===== config.mk =====
export PLATFORM = sky130hd
export DESIGN_NAME = hna_gateway_entry_filter_unit_flat
export DESIGN_NICKNAME = d
export VERILOG_FILES = /design/src/hgef_pkg.sv /design/src/hgef_req_if.sv /design/src/hgef_res_if.sv /design/src/hgef_cfg_regs.sv /design/src/hgef_origin_match.sv /design/src/hgef_msg_ctrl.sv /design/src/hna_gateway_entry_filter_unit.sv /design/src/flat_wrapper.sv
export SDC_FILE = /design/constraint.sdc
export NUM_CORES = 1
export LEC_CHECK = 0
export ABC_AREA = 0
export BUFFER_PORTS_ARGS = -buffer_cell sky130_fd_sc_hd__buf_4
export CAP_MARGIN = 40
export CORE_ASPECT_RATIO = 1.25
export CORE_MARGIN = 2
export CORE_UTILIZATION = 50
export CTS_CLUSTER_SIZE = 24
export DETAILED_ROUTE_END_ITERATION = 16
export HOLD_SLACK_MARGIN = 0.02
export PLACE_DENSITY_LB_ADDON = 0.1
export SYNTH_ARGS = -nofsm -noshare
export SYNTH_HDL_FRONTEND = slang
export SYNTH_SLANG_ARGS = --single-unit
export TNS_END_PERCENT = 10

===== constraint.sdc =====
create_clock -name clk -period 4.66 [get_ports clk]
set_input_delay 0.466 -clock clk [delete_from_list [all_inputs] [get_ports clk]]
set_output_delay 0.466 -clock clk [all_outputs]
set_load 0.01 [all_outputs]

===== src/hgef_pkg.sv =====
// hgef_pkg: shared types, codes and constants for the gateway entry filter
// used by the channel interfaces and every module of the filter
// no dependencies
package hgef_pkg;

  localparam int ADDR_BITS       = 32;
  localparam int ADDR_BYTES      = ADDR_BITS / 8;
  localparam int FIXED_HDR_BYTES = 8;
  localparam int HDR_BYTES       = FIXED_HDR_BYTES + ADDR_BYTES;
  localparam int ENTRY_BYTES     = 2 * ADDR_BYTES;
  localparam int ENTRY_SHIFT     = $clog2(ENTRY_BYTES);

  localparam int NUM_ORIGINS_DEF = 4;
  localparam int NUM_ORIGINS_MAX = 4;

  localparam int KIND_BITS    = 8;
  localparam int LEN_BITS     = 16;
  localparam int COUNT_BITS   = 3;
  localparam int ENTRIES_BITS = 13;
  localparam int STATUS_BITS  = 3;

  // configuration port
  localparam int CFG_INDEX_BITS = 3;
  localparam int CFG_DATA_BITS  = 32;

  localparam logic [CFG_INDEX_BITS-1:0] CFG_ALLOWLIST_MODE     = 3'd0;
  localparam logic [CFG_INDEX_BITS-1:0] CFG_ORIGIN_COUNT       = 3'd1;
  localparam logic [CFG_INDEX_BITS-1:0] CFG_ORIGIN_ADDR_0      = 3'd2;
  localparam logic [CFG_INDEX_BITS-1:0] CFG_ANNOUNCE_TYPE_CODE = 3'd6;

  localparam logic [KIND_BITS-1:0] ANNOUNCE_TYPE_RESET = 8'd4;

  // item kinds
  localparam logic OP_HEADER = 1'b0;
  localparam logic OP_ENTRY  = 1'b1;

  typedef enum logic [STATUS_BITS-1:0] {
    ST_FORWARD = 3'd0,
    ST_FOLLOW  = 3'd1,
    ST_DROP    = 3'd2,
    ST_KEPT    = 3'd3,
    ST_REMOVED = 3'd4,
    ST_STRAY   = 3'd5
  } status_t;

  typedef struct packed {
    logic                  allowlist_mode;
    logic [COUNT_BITS-1:0] origin_count;
    logic [KIND_BITS-1:0]  announce_type_code;
  } cfg_t;

  typedef struct packed {
    logic                 operation;
    logic [KIND_BITS-1:0] msg_kind;
    logic [LEN_BITS-1:0]  msg_length;
    logic [ADDR_BITS-1:0] sender_addr;
    logic [ADDR_BITS-1:0] net_prefix;
    logic [ADDR_BITS-1:0] net_mask;
  } item_t;

  typedef struct packed {
    status_t             status;
    logic [LEN_BITS-1:0] new_length;
    logic                last;
    logic                drop_whole;
  } result_t;

endpackage


===== src/hgef_req_if.sv =====
// hgef_req_if: request channel of the gateway entry filter (valid/ready)
// depends on hgef_pkg for field widths
interface hgef_req_if;
  logic                          valid;
  logic                          ready;
  logic                          operation;
  logic [hgef_pkg::KIND_BITS-1:0] msg_kind;
  logic [hgef_pkg::LEN_BITS-1:0]  msg_length;
  logic [hgef_pkg::ADDR_BITS-1:0] sender_addr;
  logic [hgef_pkg::ADDR_BITS-1:0] net_prefix;
  logic [hgef_pkg::ADDR_BITS-1:0] net_mask;

  modport source (
    output valid, operation, msg_kind, msg_length, sender_addr, net_prefix, net_mask,
    input  ready
  );
  modport sink (
    input  valid, operation, msg_kind, msg_length, sender_addr, net_prefix, net_mask,
    output ready
  );
endinterface


===== src/hgef_res_if.sv =====
// hgef_res_if: result channel of the gateway entry filter (valid/ready)
// depends on hgef_pkg for field widths
interface hgef_res_if;
  logic                            valid;
  logic                            ready;
  logic [hgef_pkg::STATUS_BITS-1:0] status;
  logic [hgef_pkg::LEN_BITS-1:0]    new_length;
  logic                            last;
  logic                            drop_whole;

  modport source (
    output valid, status, new_length, last, drop_whole,
    input  ready
  );
  modport sink (
    input  valid, status, new_length, last, drop_whole,
    output ready
  );
endinterface


===== src/hgef_cfg_regs.sv =====
// hgef_cfg_regs: configuration register file of the gateway entry filter
// depends on hgef_pkg
module hgef_cfg_regs #(
  parameter int NUM_ORIGINS = hgef_pkg::NUM_ORIGINS_DEF
) (
  input  logic                                clk,
  input  logic                                rst,
  input  logic                                wr_en,
  input  logic [hgef_pkg::CFG_INDEX_BITS-1:0] wr_index,
  input  logic [hgef_pkg::CFG_DATA_BITS-1:0]  wr_data,
  output hgef_pkg::cfg_t                      cfg,
  output logic [hgef_pkg::ADDR_BITS-1:0]      origin_addr [NUM_ORIGINS]
);

  always_ff @(posedge clk) begin
    if (rst) begin
      cfg.allowlist_mode     <= 1'b0;
      cfg.origin_count       <= '0;
      cfg.announce_type_code <= hgef_pkg::ANNOUNCE_TYPE_RESET;
    end else if (wr_en) begin
      case (wr_index)
        hgef_pkg::CFG_ALLOWLIST_MODE: begin
          cfg.allowlist_mode <= wr_data[0];
        end
        hgef_pkg::CFG_ORIGIN_COUNT: begin
          cfg.origin_count <= wr_data[hgef_pkg::COUNT_BITS-1:0];
        end
        hgef_pkg::CFG_ANNOUNCE_TYPE_CODE: begin
          cfg.announce_type_code <= wr_data[hgef_pkg::KIND_BITS-1:0];
        end
        default: begin
        end
      endcase
    end
  end

  // one address register per list slot
  for (genvar i = 0; i < NUM_ORIGINS; i++) begin : g_addr
    localparam logic [hgef_pkg::CFG_INDEX_BITS-1:0] SLOT_INDEX =
      hgef_pkg::CFG_INDEX_BITS'(int'(hgef_pkg::CFG_ORIGIN_ADDR_0) + i);
    always_ff @(posedge clk) begin
      if (rst) begin
        origin_addr[i] <= '0;
      end else if (wr_en && wr_index == SLOT_INDEX) begin
        origin_addr[i] <= wr_data[hgef_pkg::ADDR_BITS-1:0];
      end
    end
  end

endmodule


===== src/hgef_origin_match.sv =====
// hgef_origin_match: compares an originator with the configured list
// depends on hgef_pkg
module hgef_origin_match #(
  parameter int NUM_ORIGINS = hgef_pkg::NUM_ORIGINS_DEF
) (
  input  hgef_pkg::cfg_t                 cfg,
  input  logic [hgef_pkg::ADDR_BITS-1:0] origin_addr [NUM_ORIGINS],
  input  logic [hgef_pkg::ADDR_BITS-1:0] sender_addr,
  output logic                           filtered
);

  logic [NUM_ORIGINS-1:0] hit;

  // slots at or above the count never match; an empty list leaves the mode bit
  for (genvar i = 0; i < NUM_ORIGINS; i++) begin : g_cmp
    assign hit[i] = (hgef_pkg::COUNT_BITS'(i) < cfg.origin_count) &&
                    (origin_addr[i] == sender_addr);
  end

  assign filtered = cfg.allowlist_mode ^ (|hit);

endmodule


===== src/hgef_msg_ctrl.sv =====
// hgef_msg_ctrl: per-message state and result decision of the entry filter
// depends on hgef_pkg
module hgef_msg_ctrl (
  input  logic                clk,
  input  logic                rst,
  input  hgef_pkg::cfg_t      cfg,
  input  hgef_pkg::item_t     item,
  input  logic                filtered,
  input  logic                commit,
  output hgef_pkg::result_t   result
);

  logic                                filtering_active, filtering_active_next;
  logic [hgef_pkg::ENTRIES_BITS-1:0]   entries_left, entries_left_next;
  logic [hgef_pkg::LEN_BITS-1:0]       current_length, current_length_next;
  logic                                kept_any, kept_any_next;

  logic [hgef_pkg::LEN_BITS-1:0]       body;
  logic                                len_ok;
  logic                                is_default;
  logic [hgef_pkg::ENTRIES_BITS-1:0]   left_dec;

  assign body   = item.msg_length - hgef_pkg::LEN_BITS'(hgef_pkg::HDR_BYTES);
  assign len_ok = (item.msg_length >= hgef_pkg::LEN_BITS'(hgef_pkg::HDR_BYTES)) &&
                  (body[hgef_pkg::ENTRY_SHIFT-1:0] == '0);
  assign is_default = (item.net_prefix == '0) && (item.net_mask == '0);
  assign left_dec   = entries_left - hgef_pkg::ENTRIES_BITS'(1);

  always_comb begin
    filtering_active_next = filtering_active;
    entries_left_next     = entries_left;
    current_length_next   = current_length;
    kept_any_next         = kept_any;
    result.status         = hgef_pkg::ST_STRAY;
    result.new_length     = current_length;
    result.last           = 1'b0;
    result.drop_whole     = 1'b0;

    if (item.operation == hgef_pkg::OP_HEADER) begin
      // a header always closes whatever was open
      filtering_active_next = 1'b0;
      entries_left_next     = '0;
      kept_any_next         = 1'b0;
      current_length_next   = item.msg_length;
      result.new_length     = item.msg_length;
      result.last           = 1'b1;
      if (item.msg_kind != cfg.announce_type_code) begin
        result.status     = hgef_pkg::ST_DROP;
        result.drop_whole = 1'b1;
      end else if (!filtered) begin
        result.status = hgef_pkg::ST_FORWARD;
      end else if (!len_ok) begin
        result.status     = hgef_pkg::ST_DROP;
        result.drop_whole = 1'b1;
      end else if (body == '0) begin
        result.status = hgef_pkg::ST_FORWARD;
      end else begin
        result.status         = hgef_pkg::ST_FOLLOW;
        result.last           = 1'b0;
        entries_left_next     = hgef_pkg::ENTRIES_BITS'(body >> hgef_pkg::ENTRY_SHIFT);
        filtering_active_next = 1'b1;
      end
    end else if (filtering_active && entries_left != '0) begin
      entries_left_next = left_dec;
      if (is_default) begin
        current_length_next = current_length - hgef_pkg::LEN_BITS'(hgef_pkg::ENTRY_BYTES);
        result.status       = hgef_pkg::ST_REMOVED;
      end else begin
        kept_any_next = 1'b1;
        result.status = hgef_pkg::ST_KEPT;
      end
      result.new_length = current_length_next;
      if (left_dec == '0) begin
        result.last           = 1'b1;
        result.drop_whole     = !kept_any_next;
        filtering_active_next = 1'b0;
      end
    end
  end

  always_ff @(posedge clk) begin
    if (rst) begin
      filtering_active <= 1'b0;
      entries_left     <= '0;
      current_length   <= '0;
      kept_any         <= 1'b0;
    end else if (commit) begin
      filtering_active <= filtering_active_next;
      entries_left     <= entries_left_next;
      current_length   <= current_length_next;
      kept_any         <= kept_any_next;
    end
  end

endmodule


===== src/hna_gateway_entry_filter_unit.sv =====
// hna_gateway_entry_filter_unit: top level of the gateway entry filter
// a request passes through the input register and then the result register;
// throughput one request per cycle while the result side is ready
// reset (rst, synchronous, active high) empties both registers, closes any open
// message and returns configuration to defaults (announcement type 4, empty list)
// depends on hgef_pkg, hgef_req_if, hgef_res_if and the hgef_* submodules
module hna_gateway_entry_filter_unit #(
  parameter int NUM_ORIGINS = hgef_pkg::NUM_ORIGINS_DEF
) (
  input  logic                                clk,
  input  logic                                rst,
  hgef_req_if.sink                            req,
  hgef_res_if.source                          res,
  input  logic                                wr_en,
  input  logic [hgef_pkg::CFG_INDEX_BITS-1:0] wr_index,
  input  logic [hgef_pkg::CFG_DATA_BITS-1:0]  wr_data
);

  // configuration and originator list
  hgef_pkg::cfg_t                 cfg;
  logic [hgef_pkg::ADDR_BITS-1:0] origin_addr [NUM_ORIGINS];

  // input register stage
  logic            in_valid;
  hgef_pkg::item_t in_item;

  // result register stage
  logic              out_valid;
  hgef_pkg::result_t out_res;
  hgef_pkg::result_t res_next;

  logic out_load;   // result register can take a new value
  logic in_adv;     // input register moves into the result register
  logic filtered;

  hgef_cfg_regs #(
    .NUM_ORIGINS (NUM_ORIGINS)
  ) u_cfg (
    .clk         (clk),
    .rst         (rst),
    .wr_en       (wr_en),
    .wr_index    (wr_index),
    .wr_data     (wr_data),
    .cfg         (cfg),
    .origin_addr (origin_addr)
  );

  // list compare runs on the registered header
  hgef_origin_match #(
    .NUM_ORIGINS (NUM_ORIGINS)
  ) u_match (
    .cfg         (cfg),
    .origin_addr (origin_addr),
    .sender_addr (in_item.sender_addr),
    .filtered    (filtered)
  );

  // message state only moves when the item actually reaches the result register
  hgef_msg_ctrl u_ctrl (
    .clk      (clk),
    .rst      (rst),
    .cfg      (cfg),
    .item     (in_item),
    .filtered (filtered),
    .commit   (in_adv),
    .result   (res_next)
  );

  // handshake: the result register frees up when empty or being taken,
  // so a new request is taken while a finished result still waits only if the input register is empty
  assign out_load  = !out_valid || res.ready;
  assign in_adv    = in_valid && out_load;
  assign req.ready = !in_valid || out_load;

  always_ff @(posedge clk) begin
    if (rst) begin
      in_valid <= 1'b0;
    end else if (req.ready) begin
      in_valid <= req.valid;
    end
  end

  // payload of a request, no reset needed
  always_ff @(posedge clk) begin
    if (req.valid && req.ready) begin
      in_item.operation   <= req.operation;
      in_item.msg_kind    <= req.msg_kind;
      in_item.msg_length  <= req.msg_length;
      in_item.sender_addr <= req.sender_addr;
      in_item.net_prefix  <= req.net_prefix;
      in_item.net_mask    <= req.net_mask;
    end
  end

  always_ff @(posedge clk) begin
    if (rst) begin
      out_valid <= 1'b0;
    end else if (out_load) begin
      out_valid <= in_valid;
    end
  end

  always_ff @(posedge clk) begin
    if (in_adv) begin
      out_res <= res_next;
    end
  end

  // result channel
  assign res.valid      = out_valid;
  assign res.status     = out_res.status;
  assign res.new_length = out_res.new_length;
  assign res.last       = out_res.last;
  assign res.drop_whole = out_res.drop_whole;

endmodule


===== src/flat_wrapper.sv =====
// flat-port wrapper written by rule: the top's interface ports become plain ports
module hna_gateway_entry_filter_unit_flat 
#(
  parameter int NUM_ORIGINS = hgef_pkg::NUM_ORIGINS_DEF
)
  (clk, rst, wr_en, wr_index, wr_data, req_valid, req_operation, req_msg_kind, req_msg_length, req_sender_addr, req_net_prefix, req_net_mask, req_ready, res_valid, res_status, res_new_length, res_last, res_drop_whole, res_ready);
  hgef_req_if req_i ();
  hgef_res_if res_i ();
  input  logic clk;
  input  logic rst;
  input  logic wr_en;
  input  logic [hgef_pkg::CFG_INDEX_BITS-1:0] wr_index;
  input  logic [hgef_pkg::CFG_DATA_BITS-1:0] wr_data;
  input wire logic [$bits(req_i.valid)-1:0] req_valid;
  input wire logic [$bits(req_i.operation)-1:0] req_operation;
  input wire logic [$bits(req_i.msg_kind)-1:0] req_msg_kind;
  input wire logic [$bits(req_i.msg_length)-1:0] req_msg_length;
  input wire logic [$bits(req_i.sender_addr)-1:0] req_sender_addr;
  input wire logic [$bits(req_i.net_prefix)-1:0] req_net_prefix;
  input wire logic [$bits(req_i.net_mask)-1:0] req_net_mask;
  output wire logic [$bits(req_i.ready)-1:0] req_ready;
  output wire logic [$bits(res_i.valid)-1:0] res_valid;
  output wire logic [$bits(res_i.status)-1:0] res_status;
  output wire logic [$bits(res_i.new_length)-1:0] res_new_length;
  output wire logic [$bits(res_i.last)-1:0] res_last;
  output wire logic [$bits(res_i.drop_whole)-1:0] res_drop_whole;
  input wire logic [$bits(res_i.ready)-1:0] res_ready;
  assign req_i.valid = req_valid;
  assign req_i.operation = req_operation;
  assign req_i.msg_kind = req_msg_kind;
  assign req_i.msg_length = req_msg_length;
  assign req_i.sender_addr = req_sender_addr;
  assign req_i.net_prefix = req_net_prefix;
  assign req_i.net_mask = req_net_mask;
  assign req_ready = req_i.ready;
  assign res_valid = res_i.valid;
  assign res_status = res_i.status;
  assign res_new_length = res_i.new_length;
  assign res_last = res_i.last;
  assign res_drop_whole = res_i.drop_whole;
  assign res_i.ready = res_ready;
  hna_gateway_entry_filter_unit #(.NUM_ORIGINS(NUM_ORIGINS)) u_core (.clk(clk), .rst(rst), .req(req_i), .res(res_i), .wr_en(wr_en), .wr_index(wr_index), .wr_data(wr_data));
endmodule

==> impl_metrics.env <==
export IMPL_status="completed"
export IMPL_multiInputGateArea_um2=6071
export IMPL_grt_max_degree=65
export IMPL_area_growth_pct=19.66
export IMPL_yosys_warnings=0
export IMPL_core_um2=27740
export IMPL_num_vias=11350
export IMPL_fmax_ghz=0.3061
export IMPL_grt_ovfl_total=0
export IMPL_antenna_cells=0
export IMPL_period_share_pct=70.10
export IMPL_drt_iter0_markers=624
export IMPL_clk_pin_slew_worst_paths_ns=0.07
export IMPL_pin_count=184
export IMPL_seq_area_frac_synth_pct=54.67
export IMPL_final_cell_area_um2=16910
export IMPL_use_met2_pct=54.09
export IMPL_ctsResizeCount=0
export IMPL_regArea_um2=7727
export IMPL_cp_slowest_cell="or4b_1"
export IMPL_clock_skew_ns=0.01722
export IMPL_avgRoutedWirePerCell_um=21.28
export IMPL_final_max_slew_viol_count=0
export IMPL_max_slew_margin_rel_pct=41.76
export IMPL_tightest_slew_ns=0.8623
export IMPL_rows=68
export IMPL_grt_first_pass_wirelength_mm=64.80
export IMPL_synth_area_per_cell_um2=9.741
export IMPL_synth_distinct_cells=71
export IMPL_gr_usage_met1_pct=32.51
export IMPL_portBuffers=183
export IMPL_power_uw=6157
export IMPL_leakagePower_uw=0.006247
export IMPL_gp_congestion=0.9493
export IMPL_ys_flop_type="dfxtp_1"
export IMPL_path_cells="inv_1 -> ha_1 -> or4b_1 -> or4_4 -> o21a_1 -> o21ai_2 -> buf_4 -> o21ai_1 -> o21a_1 -> a221oi_2"
export IMPL_cts_buffers=31
export IMPL_synth_most_common_cell="nand2_1"
export IMPL_finalHoldViolations=0
export IMPL_clock_latency_ns=0.57
export IMPL_clock_sinks=315
export IMPL_ir_worst_vdd_mv=0.3510
export IMPL_syn_nets=1617
export IMPL_grt_total_usage_pct=28.39
export IMPL_cts_hold_buf=0
export IMPL_grt_pass1_vias=11320
export IMPL_drc=0
export IMPL_synth_top_area_cell="edfxtp_1"
export IMPL_setup_viol=0
export IMPL_ys_seq_elements=315
export IMPL_cts_tree="yes"
export IMPL_crit_type="reg -> reg"
export IMPL_crit_fanout=14
export IMPL_finalCriticalPeriod_ns=3.267
export IMPL_ctsLongestPathBuffers=3
export IMPL_maxCapViolCount=0
export IMPL_die_h_um=192.0
export IMPL_crit_top_cell="o21a_1"
export IMPL_antenna_found_initial=0
export IMPL_htreeDepth=1
export IMPL_firstDrtPassIters=5
export IMPL_endpoint_kind="flip-flop"
export IMPL_vias_per_cell=5.732
export IMPL_hp_class="in -> reg"
export IMPL_rsz0062_at_grt="false"
export IMPL_cp_arrival_ns=3.76
export IMPL_met3_usage_pct=3.114
export IMPL_synthTopCellsByArea="edfxtp_1 (30%), dfxtp_1 (25%), nand2_1 (8.5%)"
export IMPL_synth_edff_count=142
export IMPL_dp_hpwl_mm=31.02
export IMPL_synthCells=1451
export IMPL_placed_area_um2=15920
export IMPL_die_area_um2=29640
export IMPL_synth_top_area_share_pct=30.17
export IMPL_post_cts_setup_buffer_count=0
export IMPL_power_per_cell_area_nw_per_um2=364.0
export IMPL_cp_required_ns=5.15
export IMPL_drt_wl_total_mm=42.14
export IMPL_synth_commonest_cells="nand2_1 (319), a21oi_1 (175), dfxtp_1 (173)"
export IMPL_setup_worst_path_start_class="flip-flop"
export IMPL_antenna_left=0
export IMPL_final_nets=1772
export IMPL_synthesis_area_um2=14130
export IMPL_top_usage_layer="met2"
export IMPL_die_w_um=154.4
export IMPL_start_util_pct=50.96
export IMPL_worst_path_largest_cell_delay_ns=0.58
export IMPL_cts_root_buf="clkbuf_16"
export IMPL_async_flop_share_pct=0
export IMPL_drive_gt1_share_pct=17.73
export IMPL_fillers=2419
export IMPL_fin_setup_tns_ns=0
==> cell usage in the layout (no fill, tap or decap), types with 6 or more instances in the layout <==
| cell type | Yosys | routed |
|---|---|---|
| edfxtp_1 | 142 | 142 |
| clkbuf_16 | 0 | 32 |
| xor2_1 | 129 | 129 |
| o21ai_0 | 21 | 21 |
| or2_2 | 8 | 8 |
| nand4_1 | 20 | 20 |
| nor4_1 | 75 | 74 |
| dfxtp_1 | 173 | 173 |
| nand4b_1 | 7 | 7 |
| a31oi_1 | 7 | 7 |
| nor4b_1 | 6 | 6 |
| nand2b_1 | 9 | 9 |
| nand2_1 | 319 | 318 |
| nor3_1 | 22 | 21 |
| nand3_1 | 26 | 25 |
| a21o_1 | 6 | 6 |
| buf_4 | 2 | 196 |
| xnor2_1 | 33 | 33 |
| inv_1 | 10 | 10 |
| a21oi_1 | 175 | 174 |
| clkinv_1 | 0 | 6 |
| or3_1 | 11 | 10 |
| nor2_1 | 56 | 54 |
| nor2b_1 | 10 | 10 |
==> critical path, delay by kind of cell, from the launching register on <==
family	cells	cell delay (ns)
DFF	1	0.36
and+or+nand+nor	2	1.06
adders and majority gates	1	0.38
buffers and inverters	2	0.35
AOI/OAI and AO/OA	5	1.03
==> metal layers <==
| layer | share of wire (%) | vias to the layer above |
|---|---|---|
| met2 | 54 | 316 |
| li1 | - | 5462 |
| met4 | 4.1 | 0 |
| met5 | 0 | - |
| met3 | 4.1 | 92 |
| met1 | 38 | 5480 |
==> area by class of cell <==
class / count / area share [%]
Clock buffer: 41 / 5.230
Clock inverter: 16 / 0.6510
Inverter: 10 / 0.2219
Multi-Input combinational cell: 1044 / 35.89
Sequential cell: 315 / 45.69
Tap cell: 350 / 2.589
Timing Repair Buffer: 204 / 9.728
==> registers in the layout (all words and copies together) (netlist names), 3 cells and up <==
| name | cells |
|---|---|
| u_core.res.new_length | 16 |
| u_core.res.status | 3 |
| u_core.u_ctrl.current_length | 16 |
| u_core.in_item | 121 |
| u_core.u_cfg.origin_addr | 128 |
| u_core.u_cfg.cfg | 12 |
| u_core.u_ctrl.entries_left | 13 |
==> per-stage QoR <==
step | std cells | util (%) | hold WS, ns | setup WS, ns
floorplan | 1451 | - | 0.4329 | 0.6973
detailed placement | 1923 | 57.39 | 0.4524 | 1.435
finish | 1980 | 60.98 | 0.07014 | 1.393
global placement | 1915 | 56.81 | 0.4460 | 1.497
global route | 1980 | 60.98 | 0.05269 | 1.217
CTS | 1980 | 60.98 | 0.04848 | 1.414
==> logic make-up after synthesis <==
| family | count (synthesis) | synth area share, % |
|---|---|---|
| AOI/OAI and AO/OA | 264 | 11.04 |
| adders and majority gates | 5 | 0.4426 |
| DFF | 315 | 54.67 |
| buffers and inverters | 92 | 2.682 |
| and+or+nand+nor | 603 | 20.38 |
| muxes | 10 | 0.7524 |
| xor gates and xnor gates | 162 | 10.04 |
==> path summary, 6_finish.rpt <==
path	start	slack, ns	end	cells past startpoint
min	req_net_mask[4]	0.07	u_core.in_item[4]	1
min reg2reg	u_core.u_ctrl.current_length[2]	0.46	u_core.u_ctrl.current_length[2]	2
max reg2reg	u_core.u_ctrl.entries_left[1]	1.39	u_core.u_ctrl.entries_left[4]	10
max	u_core.u_ctrl.entries_left[1]	1.39	u_core.u_ctrl.entries_left[4]	10
==> power by group <==
part | internal [µW] | switching (µW) | total [µW]
combinational | 247 | 356 | 603
sequential | 3010 | 96.7 | 3100
clock | 1380 | 1070 | 2450
Note: power is estimated with default switching activity, not from simulation.
